`config.mk`:
```
export PLATFORM = sky130hd
export DESIGN_NAME = clm_controller
export DESIGN_NICKNAME = d
export VERILOG_FILES = /design/src/rtl/clm_pkg.sv /design/src/rtl/clm_controller.sv
export SDC_FILE = /design/constraint.sdc
export NUM_CORES = 1
export LEC_CHECK = 0
export BUFFER_PORTS_ARGS = -buffer_cell sky130_fd_sc_hd__clkbuf_2
export CAP_MARGIN = 20
export CORE_AREA = 10 10 55 57
export DETAILED_ROUTE_END_ITERATION = 10
export DIE_AREA = 0 0 65 67
export SKIP_CTS_REPAIR_TIMING = 1
export SYNTH_ARGS = -nofsm -noshare
export SYNTH_HDL_FRONTEND = slang
export SYNTH_SLANG_ARGS = --single-unit
```
`constraint.sdc`:
```
create_clock -name clk -period 2.75 [get_ports clk]
set_input_delay 0.55 -clock clk [delete_from_list [all_inputs] [get_ports clk]]
set_output_delay 0.55 -clock clk [all_outputs]
set_load 0.03 [all_outputs]
```
`src/rtl/clm_pkg.sv`:
```
// Shared types and constants for the circular list manager.
// Used by the controller, the datapath and the top level. No dependencies.
package clm_pkg;

  // Store geometry
  localparam int CAPACITY = 256;
  localparam int IDX_W    = $clog2(CAPACITY);
  localparam int CNT_W    = $clog2(CAPACITY + 1);

  // Item field widths
  localparam int CMD_W  = 2;
  localparam int DATA_W = 32;
  localparam int POS_W  = 16;
  localparam int ST_W   = 2;
  localparam int LEN_W  = 9;

  // Command codes
  localparam logic [CMD_W-1:0] CMD_INS_FRONT = 2'd0;
  localparam logic [CMD_W-1:0] CMD_INS_BACK  = 2'd1;
  localparam logic [CMD_W-1:0] CMD_DELETE    = 2'd2;

  // Status codes
  localparam logic [ST_W-1:0] ST_OK     = 2'd0;
  localparam logic [ST_W-1:0] ST_EMPTY  = 2'd1;
  localparam logic [ST_W-1:0] ST_BOUNDS = 2'd2;
  localparam logic [ST_W-1:0] ST_FULL   = 2'd3;

  // Datapath operations issued by the controller
  typedef enum logic [4:0] {
    OP_NONE,
    OP_LOAD,
    OP_GRAB_READ,
    OP_GRAB_FREE,
    OP_GRAB_FRESH,
    OP_LINK_ONLY,
    OP_LINK_NEW,
    OP_LINK_TAIL,
    OP_DEL_ONLY,
    OP_DEL_HEAD_READ,
    OP_DEL_HEAD,
    OP_WALK_START,
    OP_WALK_STEP,
    OP_WALK_END,
    OP_UNLINK,
    OP_DROP,
    OP_RESULT
  } dp_op_t;

  typedef struct packed {
    dp_op_t          op;
    logic [ST_W-1:0] status;
  } dp_ctl_t;

  typedef struct packed {
    logic [CMD_W-1:0] cmd;
    logic             free_avail;
    logic             fresh_avail;
    logic             count_zero;
    logic             count_one;
    logic             pos_zero;
    logic             pos_over;
    logic             pos_one;
    logic             walk_more;
  } dp_sts_t;

endpackage

```
`src/rtl/clm_controller.sv`:
```
// Controller of the circular list manager: sequences the datapath through
// each command and runs the input and result handshakes. Depends on clm_pkg.
module clm_controller import clm_pkg::*; (
  input  logic    clk,
  input  logic    rst,
  input  logic    in_valid,
  output logic    in_ready,
  output logic    out_valid,
  input  logic    out_ready,
  input  dp_sts_t sts,
  output dp_ctl_t ctl
);

  typedef enum logic [3:0] {
    S_IDLE,
    S_DISPATCH,
    S_GRAB_FREE,
    S_LINK,
    S_TAIL,
    S_DEL_HEAD,
    S_WALK,
    S_UNLINK,
    S_DROP,
    S_FIN,
    S_OUT
  } state_t;

  state_t          state;
  state_t          state_next;
  logic [ST_W-1:0] status_r;
  logic [ST_W-1:0] status_next;
  logic            load;

  assign in_ready = (state == S_IDLE);
  assign load     = (state == S_OUT) && (!out_valid || out_ready);

  // Next state and datapath operation
  always_comb begin
    state_next  = state;
    status_next = status_r;
    ctl.op      = OP_NONE;
    ctl.status  = status_r;
    unique case (state)
      S_IDLE: begin
        if (in_valid) begin
          ctl.op     = OP_LOAD;
          state_next = S_DISPATCH;
        end
      end
      S_DISPATCH: begin
        status_next = ST_OK;
        state_next  = S_FIN;
        unique case (sts.cmd) inside
          CMD_INS_FRONT, CMD_INS_BACK: begin
            if (sts.free_avail) begin
              ctl.op     = OP_GRAB_READ;
              state_next = S_GRAB_FREE;
            end else if (sts.fresh_avail) begin
              ctl.op     = OP_GRAB_FRESH;
              state_next = S_LINK;
            end else begin
              status_next = ST_FULL;
            end
          end
          CMD_DELETE: begin
            if (sts.count_zero) begin
              status_next = ST_EMPTY;
            end else if (sts.pos_zero || sts.pos_over) begin
              status_next = ST_BOUNDS;
            end else if (sts.pos_one && sts.count_one) begin
              ctl.op     = OP_DEL_ONLY;
              state_next = S_DROP;
            end else if (sts.pos_one) begin
              ctl.op     = OP_DEL_HEAD_READ;
              state_next = S_DEL_HEAD;
            end else begin
              ctl.op     = OP_WALK_START;
              state_next = S_WALK;
            end
          end
          default: begin
          end
        endcase
      end
      S_GRAB_FREE: begin
        ctl.op     = OP_GRAB_FREE;
        state_next = S_LINK;
      end
      S_LINK: begin
        if (sts.count_zero) begin
          ctl.op     = OP_LINK_ONLY;
          state_next = S_FIN;
        end else begin
          ctl.op     = OP_LINK_NEW;
          state_next = S_TAIL;
        end
      end
      S_TAIL: begin
        ctl.op     = OP_LINK_TAIL;
        state_next = S_FIN;
      end
      S_DEL_HEAD: begin
        ctl.op     = OP_DEL_HEAD;
        state_next = S_DROP;
      end
      S_WALK: begin
        if (sts.walk_more) begin
          ctl.op = OP_WALK_STEP;
        end else begin
          ctl.op     = OP_WALK_END;
          state_next = S_UNLINK;
        end
      end
      S_UNLINK: begin
        ctl.op     = OP_UNLINK;
        state_next = S_DROP;
      end
      S_DROP: begin
        ctl.op     = OP_DROP;
        state_next = S_FIN;
      end
      S_FIN: begin
        state_next = S_OUT;
      end
      S_OUT: begin
        if (load) begin
          ctl.op     = OP_RESULT;
          state_next = S_IDLE;
        end
      end
      default: begin
        state_next = S_IDLE;
      end
    endcase
  end

  // Hold state, status and result valid
  always_ff @(posedge clk) begin
    if (rst) begin
      state     <= S_IDLE;
      status_r  <= ST_OK;
      out_valid <= 1'b0;
    end else begin
      state    <= state_next;
      status_r <= status_next;
      if (load) begin
        out_valid <= 1'b1;
      end else if (out_ready) begin
        out_valid <= 1'b0;
      end
    end
  end

endmodule

```
# Word-level counts from Yosys, hierarchy flattened
# Cells that the tools add are included.
# classes
eq_ne	15
n_mux	31
n_reduce_logical	12
# op_table
operator	n
5-bit case mux with 10 select lines	1
4-bit 2-to-1 mux	11
4-bit case mux with 9 select lines	1
4-bit by 3-bit == test with 1-bit output, second input constant	4
2-bit 2-to-1 mux	8
4-bit case mux with 2 select lines	2
4-bit == test, second input constant	3
4-bit by 2-bit == test with 1-bit output, second input constant	2
3-bit 2-to-1 mux	2
2-bit inequality test, second input constant	3
2-bit OR reduction	3
5-bit 2-to-1 mux	1
4-bit by 1-bit == test with 1-bit output, second input constant	1
4-bit zero test	1
1-bit 2-to-1 mux	4
2-bit case mux with 2 select lines	1
3-bit AND reduction	1
2-bit by 1-bit == test with 1-bit output, second input constant	1
2-bit == test, second input constant	1
1-bit logical AND	2
2-bit zero test	1
1-bit logical OR	2
2-bit nonzero test	1
1-bit zero test	1
# word_totals
register_bits	7
inputBits	14
out_inout_bits	9
elab_cells	61

# Longest topological paths before layout
# logic_depth
depth_word	6
depth_mapped	5
ltp_nobuf	4

# Least setup slack after synthesis
# OpenSTA, ideal clock, no wires.
# synth_timing
path_type	reg-to-output
start	register state[1]
end	output port ctl[2] (netlist bit)
arrival_time_ps	1984
t_required_ps	2200
slack_ps	216
path_stages_with_launch	4
n_path_buf	1
cell_sequence	dfxtp_1 > clkbuf_1 > a21oi_1 > o311ai_0
# synth_rtl
element	line_no	source
from (decl)	clm_controller.sv:28	state_t state;
from (signal assigned)	clm_controller.sv:144	state <= state_next;
to (decl)	clm_controller.sv:11	output dp_ctl_t ctl

==> metrics.cfg <==
[synthesis]
synthesis.instances=92
syn-cell-area_um2=662
synth_edf_count=0
yosys_warnings=0
syn-num-nets=106
syn_avg_cell_area_um2=7.19
ys_ff_latch=7
synth_ff_type=dfxtp_1
async_flop_share_pct=0
ys_seq_area_share_pct=21.2
ys_types=32

[detailed_routing]
vias_per_cell=5.23
drt-initial-drc-count=20
first_pass_iters=4
vias=742
routedWlPerCell_um=13.2
postRouteAntennaNets=0
drcViolationCount=0
drt-total-wl_mm=1.87

[final_layout]
mostFrequentLayoutCell=clkbuf_2
final_layout_size_suffix_gt1_share_pct=27.0
syn_to_final_growth_pct=25.1
final_cell_area_um2=828
nNetsFinal=130
fin_cells=142
multi_input_area_um2=495
post-route-util_pct=42.7
nFillCells=211
regArea_um2=140
mostFrequentLayoutCells=clkbuf_2 (22), nor2_1 (15), a21oi_1 (7), dfxtp_1 (7)
antenna_cells=0

[critical_path]
crit_start=sts[5]
cp.arrival_ns=1.88
path_class=in2out
path_max_fanout=6
critPathMaxStageDelay_ns=0.44
required_ns=2.20
cpMostUsedCell=clkbuf_2
crit_end=ctl[2]
r2r-end=state[0]
path_cells=clkbuf_2 -> or3b_1 -> nor3_1 -> nand3_1 -> o311ai_0 -> clkbuf_2
start_kind=input port
worstReg2RegStart=state[0]
r2r_setup_slack_ns=1.00
slowest_stage=or3b_1
reg2reg_depth=5
cp-end-kind=output port

[timing]
worst_pin_slew_ns=0.590
fmax_ghz=0.411
layout_min_cycle_time_ns=2.43
fin_ws_ns=0.316
finalSetupViolCount=0
rsz0062_at_grt=no
hold_violations=0
fin_crit_sh_pct=88.5
slew_violations=0
skew_ns=0.00539
hold_ws_ns=0.499
slew-limit-headroom_pct=60.6
tns_ns=0

[clock_tree]
cts_sinks=7
cts_buffers=3
cts_tree=done
clockBufferDepth=2
cts_htree_levels=1
insertion_delay_ns=0.25
clk_root_buffer_cell=clkbuf_4
clk_pin_slew_ns=0.05

[die]
placementRows=16
die_area_um2=4360
die_w_um=65
initial_core_util_pct=34.1
ios=23
core_area_um2=1940
die_h_um=67

[placed_design]
dp_hpwl_mm=1.51
place_area_um2=802
dp_cells=138
port_buffers=22
gp_congestion=0.762
pre_cts_ws_ns=0.313

[power_and_ir_drop]
total_power_mw=0.466
peakVddDrop_mv=0.421
powerDensity_nw_per_um2=563
p_leak_nw=0.327

[grt]
first_global_vias=731
grt_overflow=0
grt_pass1_wl_mm=3.09
track_usage_pct=8.66
grt_antenna_before_repair=0
grt_max_degree=18

[hold_path]
holdCritPathClass=reg2reg

[status]
outcome=complete, no violations

[run]
maxCapViolations=0

-- layer usage --
| layer | track usage, % | vias to the layer above | wire, um |
|---|---|---|---|
| met5 | 0 | - | 0 |
| met4 | 0 | 0 | 0 |
| met3 | 5.69 | 0 | 164 |
| met2 | 14.0 | 21 | 832 |
| met1 | 9.92 | 331 | 872 |
| li1 | - | 390 | - |
-- kinds of logic (layout without fill, tap and decap cells) --
group,after synthesis,after routing,share of synthesized area [%]
simple gates,47,47,41.6
compound gates,29,29,30.2
flops,7,7,21.2
buf+inv,7,30,3.97
mux,2,2,3.02
-- cell usage after synthesis, types with 2 or more instances --
cell type,number,share of area (%)
clkbuf_1,5,2.8
nand3b_1,3,3.4
nor3_1,3,2.3
a211oi_1,2,2.3
inv_1,2,1.1
o211ai_1,2,2.3
nand2b_1,6,5.7
mux2i_1,2,3.0
nand3_1,2,1.5
a22oi_1,2,2.3
nor2_1,15,8.5
o21ai_0,4,3.0
dfxtp_1,7,21
nand2_1,5,2.8
a21oi_1,7,5.3
nor2b_1,6,5.7
a31oi_1,2,1.9
o22ai_1,2,1.9
or4_1,2,2.3
-- layout make-up --
type,count,share of cell area (%)
Tap cell,27,4.08
Multi-Input combinational cell,78,59.8
Sequential cell,7,16.9
Timing Repair Buffer,24,15.1
Inverter,2,0.906
Clock buffer,4,3.17
-- critical path, delay by kind of cell --
family	cells	cell delay, ns
AND/OR/NAND/NOR	3	0.81
AO/OA/AOI/OAI	1	0.13
buffers and inverters	2	0.39
-- how the worst min path moves through the flow --
stage / depth (start not counted) / slack (ns) / to / startpoint
finish: 2 / 0.50 / status_r[1] / status_r[1]
detailed placement: 2 / 0.50 / status_r[1] / status_r[1]
global route: 2 / 0.54 / status_r[1] / status_r[1]
CTS: 2 / 0.51 / status_r[1] / status_r[1]
global placement: 2 / 0.49 / status_r[0] / status_r[0]
floorplan: 2 / 0.61 / status_r[0] / status_r[0]
-- flip-flops by register name, summed over array words and instances (netlist names) --
name	flops
state	4
status_r	2
out_valid	1
-- where the power goes --
group / switching [mW] / internal, mW / leakage, nW
logic: 0.140 / 0.0891 / 0.255
registers: 0.0310 / 0.115 / 0.0573
clock network: 0.0362 / 0.0553 / 0.0150
total: 0.207 / 0.260 / 0.327
No activity file was read; power rests on OpenSTA's default activity.
